**config.mk**
```make
export PLATFORM = sky130hd
export DESIGN_NAME = bhm_ctrl
export DESIGN_NICKNAME = d
export VERILOG_FILES = /design/src/rtl/bhm_pkg.sv /design/src/rtl/bhm_ctrl.sv
export SDC_FILE = /design/constraint.sdc
export NUM_CORES = 1
export LEC_CHECK = 0
export ABC_AREA = 1
export BUFFER_PORTS_ARGS = -buffer_cell sky130_fd_sc_hd__clkbuf_2
export CAP_MARGIN = 40
export CELL_PAD_IN_SITES_DETAIL_PLACEMENT = 1
export CELL_PAD_IN_SITES_GLOBAL_PLACEMENT = 1
export CORE_AREA = 2 2 39 41
export DETAILED_ROUTE_END_ITERATION = 10
export DIE_AREA = 0 0 41 43
export GPL_TIMING_DRIVEN = 0
export PLACE_DENSITY = 0.64
export SLEW_MARGIN = 30
export SYNTH_ARGS = -nofsm -noshare
export SYNTH_HDL_FRONTEND = slang
export SYNTH_SLANG_ARGS = --single-unit
```
**constraint.sdc**
```tcl
create_clock -name clk -period 0.9 [get_ports clk]
set_input_delay 0.18 -clock clk [delete_from_list [all_inputs] [get_ports clk]]
set_output_delay 0.18 -clock clk [all_outputs]
set_load 0.005 [all_outputs]
```
**src/rtl/bhm_pkg.sv**
```systemverilog
// Shared constants, codes and controller/datapath interface types for the hash map.
package bhm_pkg;

  localparam int KEY_W = 31;
  localparam int VAL_W = 32;
  localparam int DEF_BUCKET_COUNT = 769;
  localparam int DEF_SLOTS_PER_BUCKET = 4;
  localparam int KEY_PAD_W = 32;
  localparam int MOD_BITS_PER_STEP = 4;
  localparam int MOD_STEPS = KEY_PAD_W / MOD_BITS_PER_STEP;

  localparam logic [1:0] OP_PUT = 2'd0;
  localparam logic [1:0] OP_GET = 2'd1;
  localparam logic [1:0] OP_REMOVE = 2'd2;

  localparam logic [1:0] ST_DONE = 2'd0;
  localparam logic [1:0] ST_ABSENT = 2'd1;
  localparam logic [1:0] ST_FULL = 2'd2;

  localparam logic [VAL_W-1:0] NOT_FOUND = '1;

  typedef struct packed {
    logic clr;
    logic load;
    logic step;
    logic rd;
    logic eval;
  } bhm_cmd_t;

  typedef struct packed {
    logic clr_last;
    logic mod_last;
    logic out_busy;
  } bhm_stat_t;

endpackage

```
**src/rtl/bhm_ctrl.sv**
```systemverilog
// Request sequencer: clearing pass, bucket reduction, bucket read and update.
module bhm_ctrl import bhm_pkg::*; (
  input  logic      clk,
  input  logic      rst,
  input  logic      in_accept,
  input  bhm_stat_t stat,
  output bhm_cmd_t  cmd,
  output logic      in_ready
);

  typedef enum logic [4:0] {
    S_CLEAR = 5'b00001,
    S_IDLE  = 5'b00010,
    S_MOD   = 5'b00100,
    S_READ  = 5'b01000,
    S_EVAL  = 5'b10000
  } state_t;

  state_t state, state_next;

  always_ff @(posedge clk) begin
    if (rst) begin
      state <= S_CLEAR;
    end else begin
      state <= state_next;
    end
  end

  always_comb begin
    state_next = state;
    cmd = '0;
    in_ready = 1'b0;
    unique case (state)
      S_CLEAR: begin
        cmd.clr = 1'b1;
        if (stat.clr_last) state_next = S_IDLE;
      end
      S_IDLE: begin
        in_ready = 1'b1;
        if (in_accept) begin
          cmd.load = 1'b1;
          state_next = S_MOD;
        end
      end
      S_MOD: begin
        cmd.step = 1'b1;
        if (stat.mod_last) state_next = S_READ;
      end
      S_READ: begin
        cmd.rd = 1'b1;
        state_next = S_EVAL;
      end
      S_EVAL: begin
        if (!stat.out_busy) begin
          cmd.eval = 1'b1;
          state_next = S_IDLE;
        end
      end
      default: state_next = S_CLEAR;
    endcase
  end

endmodule

```
; ---- Word-level counts from Yosys, hierarchy flattened
; Cells that the tools add are included.
[classes]
n_reduce_logical = 1
eq_ne = 9
mux = 13
[ops]
columns = operator, count
row1 = $pmux 5 s5, 1
row2 = $mux 5, 4
row3 = $mux 1, 8
row4 = $ne 2x2->1 const B, 4
row5 = $eq 5x1->1 const B, 1
row6 = $eq 5x2->1 const B, 1
row7 = $eq 5x3->1 const B, 1
row8 = $eq 5x4->1 const B, 1
row9 = $eq 5x5->1 const B, 1
row10 = $reduce_and 4->1, 1
[totals]
inputBits = 6
out_inout_bits = 6
elab_cells = 24
register_bits = 5

; ---- Longest topological paths before layout
; Gate-level depths: netlist (run 1).
[logic_depth]
word_depth = 3
depth_mapped = 8

; ---- Worst setup path before layout (run 1)
; No wires, ideal clock.
[synth_timing]
path_kind = reg2reg
startpoint = register state[3]
endpoint = register state[1]
path_buffers = 0
path_stages_with_launch = 7
setup_slack_ps = -96
synth_period_minus_slack_ps = 996
t_required_ps = 786
setup_time_ps = 114
arrival_time_ps = 882
path_cell_list = dfxtp_1 > nor2_4 > nand4_1 > nand2_1 > nor2_2 > nor2_1 > nor2_2
[synth_between]
elab_chain_len = 3
[synth_lines]
columns = element, line
row1 = start: declaration, bhm_ctrl.sv:19  ; state_t state, state_next;
row2 = start signal: assignment, bhm_ctrl.sv:25  ; state <= state_next;
row3 = $eq 5x1->1 (tied with other cells), bhm_ctrl.sv:33  ; unique case (state)
row4 = $ne 2x2->1 (no line), n/a
row5 = $reduce_and 4->1 (no line), n/a
; Several ways; a longest one is shown, not always the timed one.
; A chain may end at the register's enable or synchronous reset.

==> flow_summary_export.csv, run 1 <==
group,metric,value,unit
run_status,outcome,"finished with violations",
run_status,failed_checks,"setup timing",
route,drt_first_pass_iters,2,
setup_path,ff2ff_setup_slack,-0.37,ns
setup_path,required,0.72,ns
global_route,grt_usage,11.4,%
layout,top_regs,"state x5",
layout,largest_reg_flops,5,
clocking,clock_latency,0.24,ns
setup_path,crit_end,"cmd[4]",
synth,synth_edf_count,0,
timing,finalMaxSlewViolations,0,
setup_path,endpoint_kind,"output pin",
synth,netlist_area,324,um2
global_route,grt_pass1_wl,1340,um
placement,portBuffers,11,
timing,hold_violations,0,
clocking,root_buffer,"clkbuf_4",
route,drt_iter0_markers,1,
setup_path,path_cells,"nor2_4 -> buf_4 -> nand3_2 -> inv_1 -> clkbuf_2",
global_route,grt_max_degree,8,
timing,worstMarginPinSlew,0.206,ns
floorplanning,row_count,14,
timing,finalSetupViolations,11,
layout,final_cells,87,
timing,clock_skew,0.00859,ns
global_route,grt_pass1_vias,362,
synth,synth-async-reset-ratio,0,%
synth,synth_top_area_share,30.9,%
floorplanning,core_area,0.00138,mm2
setup_path,path_max_fanout,6,
clocking,cts.sink_count,5,
timing,fin_crit,1.36,ns
layout,area_delta_synth_final,65.3,%
layout,antennaDiodeCount,0,
clocking,clockBufferDepth,2,
clocking,cts_hold_buffers,0,
clocking,clkTransAtPathRegs,0.05,ns
route,met1_length,423,um
setup_path,crit_type,"reg2out",
synth,ys_top_cells_by_count,"inv_1 (12), nand2_1 (6), nand4_1 (6), nor2_2 (6), dfxtp_1 (5)",
timing,holdWs,0.155,ns
placement,dp_hpwl,668,um
synth,synth_flop_cell,"dfxtp_1",
route,wl_per_cell,12.2,um
layout,nets,78,
synth,synth_nets,56,
route,vias,386,
placement,pre_cts_ws,-0.273,ns
synth,synthCells,50,
route,viasPerCell,4.44,
synth,synth.most_common_cell,"inv_1",
timing,slew_headroom,86.3,%
placement,dp.cells,77,
setup_path,r2r-end,"state[0]",
synth,synth_seq_cells,5,
clocking,h-tree-depth,1,
setup_path,cp_slowest_cell,"dfxtp_2",
route,met3_length,34,um
setup_path,worst_r2r_startpoint,"state[2]",
placement,gp_congestion,0.736,
clocking,cts_buffers,3,
route,drc,0,
timing,rsz0062_at_grt,"true",
power,power_density,1980,mW/mm2
setup_path,critical_path.startpoint_type,"register",
floorplanning,die_y,43,um
setup_path,worstRegToRegCells,8,
timing,period_share,151,%
synth,synth_largest_area_cell,"dfxtp_1",
global_route,antenna_found_initial,0,
synth,yosys_warnings,0,
floorplanning,io_pins,12,
floorplanning,initial_core_util,23.4,%
global_route,grt.overflow.total,0,
setup_path,cpPeakStageDelay,0.33,ns
setup_path,crit_arrival,1.18,ns
layout,fin_util,38.7,%
run,drv_cap,0,
floorplanning,dieArea,0.00176,mm2
route,highest_layer,"met3",
route,wl_met2,608,um
setup_path,crit_start,"state[2]",
layout,drive_gt1_share,63.4,%
synth,ys_seq_area_share,30.9,%
timing,layout_setup_ws,-0.459,ns
layout,regMostFlops,"state",
synth,synthTopCellsByArea,"dfxtp_1 (31%), inv_1 (14%), nand4_1 (12%)",
route,totalWireLength,1070,um
power,vdd_drop_max,1050,uV
timing,setup_tns,-3.37,ns
floorplanning,die_x,41,um
clocking,cts_tree,"done",
timing,max_freq,736,MHz
min_path,min_path_type,"in2reg",
synth,yosys.cell_types.count,12,
power,p_leak,0.284,nW
synth,postSynthAreaPerCell,6.48,um2
route,postRouteAntennaNets,0,
## cell type report
class	instances	area [um2]
fillers	183	848
multi-input cells	30	211
repair buffers	18	114
flip-flops and latches	5	111
inverters	14	52.6
clock buffers	4	26.3
well taps	16	20.0
## worst min-delay path by stage
stage	start	end	slack, ns	depth (start not counted)
floorplan	rst	state[2]	0.24	1
global placement	rst	state[2]	0.39	2
detailed placement	rst	state[3]	0.40	2
CTS	rst	state[4]	0.15	2
global route	rst	state[4]	0.16	2
finish	rst	state[4]	0.16	2
## power breakdown
part	switching (mW)	internal, mW
Clock	0.0928	0.168
Sequential	0.0591	0.272
Combinational	0.249	0.220
## critical path, delay by kind of cell (launching register included)
kind	cells	cell delay [ns]
buf+inv	3	0.33
simple gates	2	0.28
flops	1	0.33
## cell usage in the layout, fill, tap and decap left out, drive strengths merged
| master | instances |
|---|---|
| a21oi | 2 |
| buf | 9 |
| clkbuf | 13 |
| dfxtp | 5 |
| inv | 14 |
| nand2 | 6 |
| nand3 | 5 |
| nand4 | 6 |
| nor2 | 11 |
## cell families after synthesis
kind of cell	share of synthesized area, %
flops	30.9
buf+inv	18.5
simple gates	47.5
compound gates	3.09
## routing by layer
metal,track usage [%],vias up
li1,-,199
met1,12.8,177
met2,17.5,10
met3,1.57,0
met4,10.0,0
met5,0,-
## stage by stage
step | instance area, um2 | power (mW)
after floorplan | 334 | 0.506
after global placement | 409 | 0.595
after detailed placement | 409 | 0.599
after CTS | 459 | 0.897
after global routing | 536 | 1.14
final | 536 | 1.06
## what timing repair did
action	in CTS	in global routing
pin swaps	2	6
setup endpoints to repair	11	11
gates resized for setup	3	15
setup buffers	2	5
No activity file was read; power rests on OpenSTA's default activity.
==> run 2, diff against run 1 <==
--- a/config.mk
+++ b/config.mk
@@ -8,7 +8,7 @@
 export ABC_AREA = 1
 export BUFFER_PORTS_ARGS = -buffer_cell sky130_fd_sc_hd__clkbuf_2
 export CAP_MARGIN = 40
-export CELL_PAD_IN_SITES_DETAIL_PLACEMENT = 1
+export CELL_PAD_IN_SITES_DETAIL_PLACEMENT = 0
 export CELL_PAD_IN_SITES_GLOBAL_PLACEMENT = 1
 export CORE_AREA = 2 2 39 41
 export DETAILED_ROUTE_END_ITERATION = 10
==> run 2 against run 1 <==
Against the previous run:
- the flow still finishes with violations (setup timing)
- worst hold slack better by 0.014 ns
- worst setup slack better by 0.096 ns
- die area stayed put
- sequential power is 2% lower
- clock power is 3% lower
- clock skew is 0.0053 ns lower
- cell count stayed put
- via count is 2.6% lower
- fmax is 7.6% higher
- combinational power is 22% lower
==> flow_summary_export.csv, run 2 (synthesized netlist as in run 1, its figures left out) <==
group,metric,value,unit
clocking,root_buffer,"clkbuf_4",
route,postRouteAntennaNets,0,
timing,holdWs,0.169,ns
global_route,grt_pass1_wl,1240,um
clocking,h-tree-depth,1,
global_route,grt.overflow.total,0,
min_path,min_from,"rst",
setup_path,worstRegToRegCells,7,
min_path,min_path_type,"in2reg",
global_route,grt_usage,10.9,%
floorplanning,die_x,41,um
setup_path,endpoint_kind,"output pin",
global_route,grt_max_degree,8,
clocking,clockBufferDepth,2,
timing,clock_skew,0.00334,ns
floorplanning,die_y,43,um
setup_path,required,0.72,ns
timing,period_share,140,%
setup_path,crit_arrival,1.08,ns
clocking,clkTransAtPathRegs,0.04,ns
timing,slew_headroom,88.2,%
route,drc,0,
layout,layout_common_cells,"inv_1 (8), clkbuf_2 (8), buf_4 (7)",
setup_path,worst_r2r_startpoint,"state[2]",
setup_path,path_max_fanout,4,
placement,dp.cells,77,
run_status,failed_checks,"setup timing",
timing,layout_setup_ws,-0.363,ns
clocking,clock_latency,0.24,ns
floorplanning,dieArea,0.00176,mm2
floorplanning,initial_core_util,23.4,%
layout,fin_util,38.5,%
run_status,outcome,"finished with violations",
floorplanning,io_pins,12,
timing,finalSetupViolations,11,
min_path,min_to,"state[4]",
layout,num-fill-cells,161,
placement,dp_hpwl,558,um
layout,largest_reg_flops,5,
route,drt_first_pass_iters,6,
timing,fin_crit,1.26,ns
layout,regMostFlops,"state",
clocking,cts.sink_count,5,
timing,setup_tns,-3.13,ns
power,comb_power_share,38.8,%
placement,portBuffers,11,
placement,gp_congestion,0.736,
layout,final_cells,87,
clocking,cts_tree,"done",
timing,worstMarginPinSlew,0.177,ns
power,power_density,1770,mW/mm2
power,vdd_drop_max,772,uV
layout,area_delta_synth_final,64.5,%
timing,hold_violations,0,
power,sw_frac_of_total,36.1,%
timing,rsz0062_at_grt,"true",
route,wl_per_cell,9.71,um
power,internal_power,0.603,mW
setup_path,crit_type,"reg2out",
route,totalWireLength,845,um
setup_path,r2r-end,"state[1]",
route,vias,376,
setup_path,ff2ff_setup_slack,-0.32,ns
power,netSwitchingPower,0.340,mW
route,drt_iter0_markers,3,
clocking,cts_buffers,3,
power,p_leak,0.279,nW
timing,finalMaxSlewViolations,0,
global_route,antenna_found_initial,0,
layout,nets,78,
floorplanning,row_count,14,
layout,antennaDiodeCount,0,
power,seqPwrFrac,34.3,%
global_route,grt_pass1_vias,324,
route,viasPerCell,4.32,
floorplanning,core_area,0.00138,mm2
timing,max_freq,792,MHz
layout,top_regs,"state x5",
power,p_clk_share,27.0,%
min_path,hold_depth,2,
run,drv_cap,0,
layout,drive_gt1_share,60.6,%
setup_path,critical_path.startpoint_type,"register",
==> run 2: stage by stage <==
stage	worst slack (ns)	area [um2]	power, mW
6_report	-0.363	533	0.943
5_1_grt	-0.454	533	1.04
4_1_cts	-0.399	497	0.932
3_5_place_dp	-0.249	409	0.586
3_3_place_gp	-0.263	409	0.595
2_1_floorplan	-0.0800	334	0.506
==> run 2: worst max-delay path by stage <==
stage	from	to	slack [ns]	depth (start not counted)
6_report	state[1]	cmd[3]	-0.36	5
5_1_grt	state[0]	cmd[4]	-0.45	5
4_1_cts	state[1]	cmd[3]	-0.40	5
3_5_place_dp	state[1]	cmd[1]	-0.25	5
3_3_place_gp	state[1]	cmd[1]	-0.26	5
2_1_floorplan	state[1]	state[1]	-0.08	6
==> run 2: metal layers <==
layer | up-vias | track usage, % | wire [um]
li1 | 198 | - | -
met1 | 166 | 12.2 | 348
met2 | 10 | 15.6 | 422
met3 | 2 | 1.57 | 59
met4 | 0 | 12.0 | 14
met5 | - | 0 | 0
==> run 2: what timing repair did <==
action                     CTS  global route
gates cloned                 0             0
gates resized for setup      6            10
pin swaps                    6             6
hold buffers                 0             0
buffers inserted             5             2
setup endpoints to repair   11            11
==> run 2: area by class of cell <==
class | count | area, um2 | area share, %
inverter | 14 | 52.6 | 9.86
sequential | 5 | 110 | 20.7
multi-input combinational | 30 | 204 | 38.3
timing repair buffer | 18 | 120 | 22.5
tap | 16 | 20.0 | 3.76
clock buffer | 4 | 26.3 | 4.93
==> run 2: critical path, cell delays in order, from the launching register on <==
cell      delay [ns]
dfxtp_4         0.37
inv_2           0.05
nor2_4          0.11
nand3_4         0.11
nor2_4          0.09
clkbuf_2        0.12
==> run 2: power groups by stage <==
stage	logic (mW)	registers, mW	clock network (mW)
global route	0.421	0.330	0.289
detailed placement	0.286	0.300	0
finish	0.365	0.323	0.254
global placement	0.296	0.299	0
floorplan	0.211	0.295	0
CTS	0.340	0.320	0.272
